### src/uvs_pkg.sv
// Package of the UV sphere vertex generator: shared widths, register and action codes,
// configuration and queue entry types, and the series divisor constants.
// No dependencies.
package uvs_pkg;

   localparam int DEF_MAX_SEGMENTS = 1024;
   localparam int DEF_ANGLE_BITS   = 16;

   localparam int SEG_W     = 11;
   localparam int IDX_W     = 21;
   localparam int POS_W     = 32;
   localparam int RAD_W     = 31;
   localparam int TEX_W     = 17;
   localparam int NORM_W    = 16;
   localparam int Q30_W     = 31;
   localparam int DEN_W     = SEG_W + 1;
   localparam int TEX_SHIFT = 17;
   localparam int TRIG_LAT  = 15;
   localparam int QUEUE_DEPTH = 4;

   localparam logic [Q30_W-1:0] HALF_PI_Q30 = 31'd1686629713;
   localparam logic [Q30_W-1:0] ONE_Q30     = 31'd1073741824;
   localparam logic [Q30_W-1:0] HALF_Q30    = 31'd536870912;

   localparam longint unsigned SIN_DIV [5] = '{6, 20, 42, 72, 110};
   localparam int              SIN_SH  [5] = '{35, 37, 38, 39, 39};
   localparam longint unsigned COS_DIV [6] = '{2, 12, 30, 56, 90, 132};
   localparam int              COS_SH  [6] = '{33, 36, 37, 38, 39, 40};

   typedef enum logic [2:0] {
      CSR_CENTER_X       = 3'd0,
      CSR_CENTER_Y       = 3'd1,
      CSR_CENTER_Z       = 3'd2,
      CSR_SPHERE_RADIUS  = 3'd3,
      CSR_LON_SEGMENTS   = 3'd4,
      CSR_LAT_SEGMENTS   = 3'd5,
      CSR_POSITION_ONLY  = 3'd6,
      CSR_REVERSE_NORMAL = 3'd7
   } csr_index_type;

   typedef enum logic {
      ACT_VERTEX = 1'b0,
      ACT_QUAD   = 1'b1
   } action_type;

   typedef struct packed {
      logic signed [POS_W-1:0] center_x;
      logic signed [POS_W-1:0] center_y;
      logic signed [POS_W-1:0] center_z;
      logic [RAD_W-1:0]        radius;
      logic [SEG_W-1:0]        lon;
      logic [SEG_W-1:0]        lat;
      logic                    position_only;
      logic                    reverse_normal;
   } cfg_type;

   typedef struct packed {
      logic             quad;
      logic             last;
      logic [SEG_W-1:0] row;
      logic [SEG_W-1:0] col;
      logic [IDX_W-1:0] corner_a;
      logic [IDX_W-1:0] corner_b;
      logic [IDX_W-1:0] corner_c;
   } entry_type;

   typedef struct packed {
      logic             valid;
      logic             quad;
      logic             last;
      logic [IDX_W-1:0] corner_a;
      logic [IDX_W-1:0] corner_b;
      logic [IDX_W-1:0] corner_c;
   } side_type;

endpackage

### src/uvs_queue.sv
// Small register queue that carries classified items from the front to the back end.
// Depends on uvs_pkg for the entry type.
module uvs_queue import uvs_pkg::*; #(
   parameter int DEPTH = QUEUE_DEPTH
) (
   input  logic      clock,
   input  logic      reset,
   input  logic      push,
   input  entry_type push_data,
   output logic      full,
   input  logic      pop,
   output entry_type pop_data,
   output logic      empty
);
   localparam int PW = (DEPTH > 1) ? $clog2(DEPTH) : 1;
   localparam int CW = $clog2(DEPTH + 1);

   entry_type       mem_ff [DEPTH];
   logic [PW-1:0]   wr_ff, wr_in, rd_ff, rd_in;
   logic [CW-1:0]   cnt_ff, cnt_in;

   always_comb begin
      wr_in  = wr_ff;
      rd_in  = rd_ff;
      cnt_in = cnt_ff;
      if (push) begin
         wr_in = (wr_ff == PW'(DEPTH - 1)) ? '0 : PW'(wr_ff + 1'b1);
      end
      if (pop) begin
         rd_in = (rd_ff == PW'(DEPTH - 1)) ? '0 : PW'(rd_ff + 1'b1);
      end
      if (push && !pop) begin
         cnt_in = CW'(cnt_ff + 1'b1);
      end else if (pop && !push) begin
         cnt_in = CW'(cnt_ff - 1'b1);
      end
   end

   always_ff @(posedge clock) begin
      if (reset) begin
         wr_ff  <= '0;
         rd_ff  <= '0;
         cnt_ff <= '0;
      end else begin
         wr_ff  <= wr_in;
         rd_ff  <= rd_in;
         cnt_ff <= cnt_in;
      end
   end

   always_ff @(posedge clock) begin
      if (push) begin
         mem_ff[wr_ff] <= push_data;
      end
   end

   assign pop_data = mem_ff[rd_ff];
   assign full     = (cnt_ff == CW'(DEPTH));
   assign empty    = (cnt_ff == '0);

endmodule

### src/uvs_front.sv
// Front end: accepts items, clamps indices, computes quad corner indices and splits
// each quad into two triangle entries for the queue. Depends on uvs_pkg and uvs_queue.
module uvs_front import uvs_pkg::*; (
   input  logic             clock,
   input  logic             reset,
   input  cfg_type          cfg,
   input  logic             req_push,
   output logic             req_full,
   input  logic             req_action,
   input  logic [SEG_W-1:0] req_grid_row,
   input  logic [SEG_W-1:0] req_grid_col,
   input  logic             q_pop,
   output entry_type        q_data,
   output logic             q_empty
);
   logic             accept, q_full, push;
   logic             hold_valid_ff, hold_valid_in;
   entry_type        hold_ff, first_entry, second_entry, push_data;
   logic [SEG_W-1:0] lon_m1, lat_m1, row_q, col_q, row_v, col_v;
   logic [DEN_W-1:0] stride;
   logic [22:0]      i0, i1, i2, i3;

   always_comb begin
      lon_m1 = SEG_W'(cfg.lon - 1'b1);
      lat_m1 = SEG_W'(cfg.lat - 1'b1);
      row_q  = (req_grid_row > lat_m1) ? lat_m1 : req_grid_row;
      col_q  = (req_grid_col > lon_m1) ? lon_m1 : req_grid_col;
      row_v  = (req_grid_row > cfg.lat) ? cfg.lat : req_grid_row;
      col_v  = (req_grid_col > cfg.lon) ? cfg.lon : req_grid_col;
      stride = DEN_W'({1'b0, cfg.lon} + 1'b1);
      i0     = 23'(row_q * stride) + 23'(col_q);
      i1     = 23'(i0 + 1'b1);
      i2     = 23'(i0 + 23'(stride));
      i3     = 23'(i2 + 1'b1);

      first_entry  = '0;
      second_entry = '0;
      if (req_action == ACT_QUAD) begin
         first_entry.quad     = 1'b1;
         first_entry.last     = 1'b0;
         first_entry.corner_a = i0[IDX_W-1:0];
         first_entry.corner_b = i2[IDX_W-1:0];
         first_entry.corner_c = i1[IDX_W-1:0];
         second_entry.quad     = 1'b1;
         second_entry.last     = 1'b1;
         second_entry.corner_a = i1[IDX_W-1:0];
         second_entry.corner_b = i2[IDX_W-1:0];
         second_entry.corner_c = i3[IDX_W-1:0];
      end else begin
         first_entry.last = 1'b1;
         first_entry.row  = row_v;
         first_entry.col  = col_v;
      end
   end

   assign req_full = hold_valid_ff || q_full;
   assign accept   = req_push && !req_full;
   assign push     = (accept || hold_valid_ff) && !q_full;
   assign push_data = hold_valid_ff ? hold_ff : first_entry;

   always_comb begin
      hold_valid_in = hold_valid_ff;
      if (push && hold_valid_ff) begin
         hold_valid_in = 1'b0;
      end else if (accept && req_action == ACT_QUAD) begin
         hold_valid_in = 1'b1;
      end
   end

   always_ff @(posedge clock) begin
      if (reset) begin
         hold_valid_ff <= 1'b0;
      end else begin
         hold_valid_ff <= hold_valid_in;
      end
   end

   always_ff @(posedge clock) begin
      if (accept) begin
         hold_ff <= second_entry;
      end
   end

   uvs_queue #(.DEPTH(QUEUE_DEPTH)) u_queue (
      .clock     (clock),
      .reset     (reset),
      .push      (push),
      .push_data (push_data),
      .full      (q_full),
      .pop       (q_pop),
      .pop_data  (q_data),
      .empty     (q_empty)
   );

endmodule

### config.mk
export PLATFORM = sky130hd
export DESIGN_NAME = uvs_front
export DESIGN_NICKNAME = d
export VERILOG_FILES = /design/src/uvs_pkg.sv /design/src/uvs_queue.sv /design/src/uvs_front.sv
export SDC_FILE = /design/constraint.sdc
export NUM_CORES = 1
export LEC_CHECK = 0
export ABC_CLOCK_PERIOD_IN_PS = 11400
export BUFFER_PORTS_ARGS = -buffer_cell sky130_fd_sc_hd__clkbuf_2
export CAP_MARGIN = 20
export CORE_UTILIZATION = 54
export DETAILED_ROUTE_END_ITERATION = 6
export PLACE_DENSITY_LB_ADDON = 0.05
export SYNTH_ARGS = -nofsm -noshare
export SYNTH_HDL_FRONTEND = slang
export SYNTH_SLANG_ARGS = --single-unit
### constraint.sdc
create_clock -name clock -period 11.4 [get_ports clock]
set_clock_uncertainty 0.15 [all_clocks]
set_input_delay 1.71 -clock clock [delete_from_list [all_inputs] [get_ports clock]]
set_output_delay 1.71 -clock clock [all_outputs]
set_load 0.1 [all_outputs]
==> flow_metrics.env <==
export IMPL_status="completed"
export IMPL_die_area_um2=45600
export IMPL_cts_buffer_depth=3
export IMPL_r2r_start="hold_valid_ff"
export IMPL_gp_congestion=0.938
export IMPL_avgSynthCellArea_um2=13.4
export IMPL_synth_edff_count=412
export IMPL_synth_compound_area_share_pct=6.66
export IMPL_antenna_found_initial=1
export IMPL_synth_flop_cell="edfxtp_1"
export IMPL_htreeDepth=2
export IMPL_port_buffers=137
export IMPL_criticalPathCategory="in2reg"
export IMPL_via_count=15200
export IMPL_reg2reg_to="u_queue.mem_ff[0][64]"
export IMPL_grt_pass1_vias=15200
export IMPL_avgRoutedWirePerCell_um=20.8
export IMPL_endpoint_kind="flop"
export IMPL_synth_cell_types=84
export IMPL_layout_nets=2454
export IMPL_tightestPinTransition_ns=0.974
export IMPL_cpPeakStageDelay_ns=0.57
export IMPL_cp_slowest_cell="fa_1"
export IMPL_hold_violations=0
export IMPL_critPathRequiredTime_ns=11.57
export IMPL_core_area_um2=44200
export IMPL_setup_violations=0
export IMPL_hold_path_class="reg2reg"
export IMPL_synth_top_family_by_area="adder cells"
export IMPL_max_cap_viol_count=0
export IMPL_drtIter0Drc=1052
export IMPL_root_buffer="clkbuf_16"
export IMPL_synth_xor_area_share_pct=3.27
export IMPL_yosysMostFrequentCell="edfxtp_1"
export IMPL_min_from="u_queue.cnt_ff[2]"
export IMPL_wl_um=55700
export IMPL_syn2layout_area_growth_pct=14.8
export IMPL_ant_nets=0
export IMPL_start_util_pct=54.6
export IMPL_cts_tree="yes"
export IMPL_clock_latency_ns=0.58
export IMPL_slew_headroom_pct=34.5
export IMPL_die_w_um=214
export IMPL_clock_sinks=422
export IMPL_slew_viol_final=0
export IMPL_reg2reg_depth=4
export IMPL_cts_buffers=44
export IMPL_period_needed_ns=10.82
export IMPL_grt_usage_pct=25.0
export IMPL_cts_hold_buffers=0
export IMPL_rows=77
export IMPL_path_clk_slew_ns=0.06
export IMPL_netlist_top_cells_count="edfxtp_1, nand2_1, inv_1"
export IMPL_fmax_mhz=92.4
export IMPL_path_max_fanout=12
export IMPL_synth_warning_count=0
export IMPL_synth_area_leaders="edfxtp_1, fa_1, mux4_2, ha_1, nand2_1"
export IMPL_grt_max_degree=65
export IMPL_worstPathArrival_ns=10.99
export IMPL_grt_pass1_wl_um=85200
export IMPL_startpoint="cfg[4]"
export IMPL_synthMuxAreaShare_pct=10.5
export IMPL_async_flop_share_pct=0
export IMPL_ios=267
export IMPL_synth_fa_ha_area_share_pct=14.6
export IMPL_netlist_area_um2=24200
export IMPL_grt_ovfl_total=0
export IMPL_die_h_um=214
export IMPL_yosys_area_share_simple_pct=9.23
export IMPL_min_path_cells=2
export IMPL_yosysTopAreaCell="edfxtp_1"
export IMPL_route_detailed_drc=0
export IMPL_syn_nets=2202
export IMPL_startpoint_type="primary input"
export IMPL_drive_above_1_share_pct=23.2
export IMPL_synth_top_cell_area_share_pct=51.2
export IMPL_ys_ff_latch=422
export IMPL_viasPerCell=5.66
export IMPL_post_route_util_pct=62.8
export IMPL_synth_cells=1803
export IMPL_fin_crit_sh_pct=94.9
export IMPL_min_to="u_queue.cnt_ff[2]"
export IMPL_diodes=0
export IMPL_rsz0062_at_grt="false"
export IMPL_rrSetupSlack_ns=8.37
export IMPL_detailed_place_hpwl_um=40800
export IMPL_first_pass_iters=5
export IMPL_seq_area_frac_synth_pct=52.0
==> sequential cells by signal (all words and copies together) (netlist names), named ones only <==
signal          count
u_queue.mem_ff    348
u_queue.cnt_ff      3
hold_ff            64
u_queue.rd_ff       2
u_queue.wr_ff       2
hold_valid_ff       1
==> repair_timing <==
| item | CTS | global route |
|---|---|---|
| endpoints found under the setup margin | 0 | 10 |
| gates resized for setup | 0 | 5 |
| buffers inserted | 0 | 2 |
| endpoints found under the hold margin | 0 | 0 |
==> how the worst max path moves through the flow <==
stage	depth (start not counted)	end
5_1_grt	40	hold_ff[19]
4_1_cts	40	hold_ff[19]
3_5_place_dp	40	hold_ff[19]
3_3_place_gp	40	hold_ff[19]
6_report	40	hold_ff[19]
2_1_floorplan	39	hold_ff[19]
==> kinds of logic (layout without fill, tap and decap cells) <==
family	Yosys count	after routing
AO/OA/AOI/OAI	224	224
XOR/XNOR	87	87
adder cells (fa/ha/maj)	221	221
buffers and inverters	236	522
flip-flops	422	422
multiplexers	143	143
AND/OR/NAND/NOR	470	470
==> worst max-delay path: cells and delay by family <==
family / cells / cell delay, ns
multiplexers: 1 / 0.30
AND/OR/NAND/NOR: 12 / 2.48
buffers and inverters: 8 / 0.80
AO/OA/AOI/OAI: 8 / 1.37
adder cells (fa/ha/maj): 8 / 3.51
XOR/XNOR: 3 / 0.80
==> final cells by class <==
class / count / area [um^2]
Clock inverter: 18 / 144
Inverter: 170 / 638
Multi-Input combinational cell: 1145 / 10700
Tap cell: 592 / 741
Timing Repair Buffer: 272 / 1710
Clock buffer: 62 / 1200
Sequential cell: 422 / 12600
Fill cell: 3452 / 16500
==> through the flow <==
step | hold WS (ns) | area [um^2] | setup TNS, ns | setup slack, ns | std cells
after global placement | 0.335 | 26400 | -0.139 | -0.0796 | 2599
after CTS | 0.353 | 27700 | 0 | 0.438 | 2679
final | 0.353 | 27700 | 0 | 0.578 | 2681
after detailed placement | 0.344 | 26400 | -0.561 | -0.160 | 2599
after global routing | 0.396 | 27700 | 0 | 0.0325 | 2681
after floorplan | 0.316 | 24200 | 0 | 0.0496 | 1803
==> layout by cell type, fill, tap and decap left out, types with 6 or more instances in the layout <==
cell type,n
edfxtp_1,412
nand2_1,165
inv_1,161
clkbuf_2,137
buf_4,134
nor2_1,130
ha_1,120
fa_1,101
mux4_2,87
xnor2_1,60
a21oi_1,47
clkbuf_16,45
o21ai_0,40
and2_1,38
mux2i_1,36
nand3_1,28
xor2_1,24
nor3_1,22
o31ai_1,20
mux2_2,19
clkbuf_1,16
o21a_1,15
clkinv_1,14
a31oi_1,14
a22o_1,13
a21o_1,11
nand4_1,10
nand2b_1,10
or3_1,9
and3_1,9
o21ai_1,8
a211oi_1,7
dfxtp_1,7
nor4_1,6
nor2b_1,6
nand4b_1,6
clkinv_2,6
==> per-layer routing <==
metal	GRT usage, %	wire length [um]
met1	34.5	24400
met2	42.2	27700
met3	2.90	2230
met4	7.17	1270
met5	0	0
Power is not shown: default switching activity piles up to over one toggle a cycle in this logic, so the estimate is an artifact.
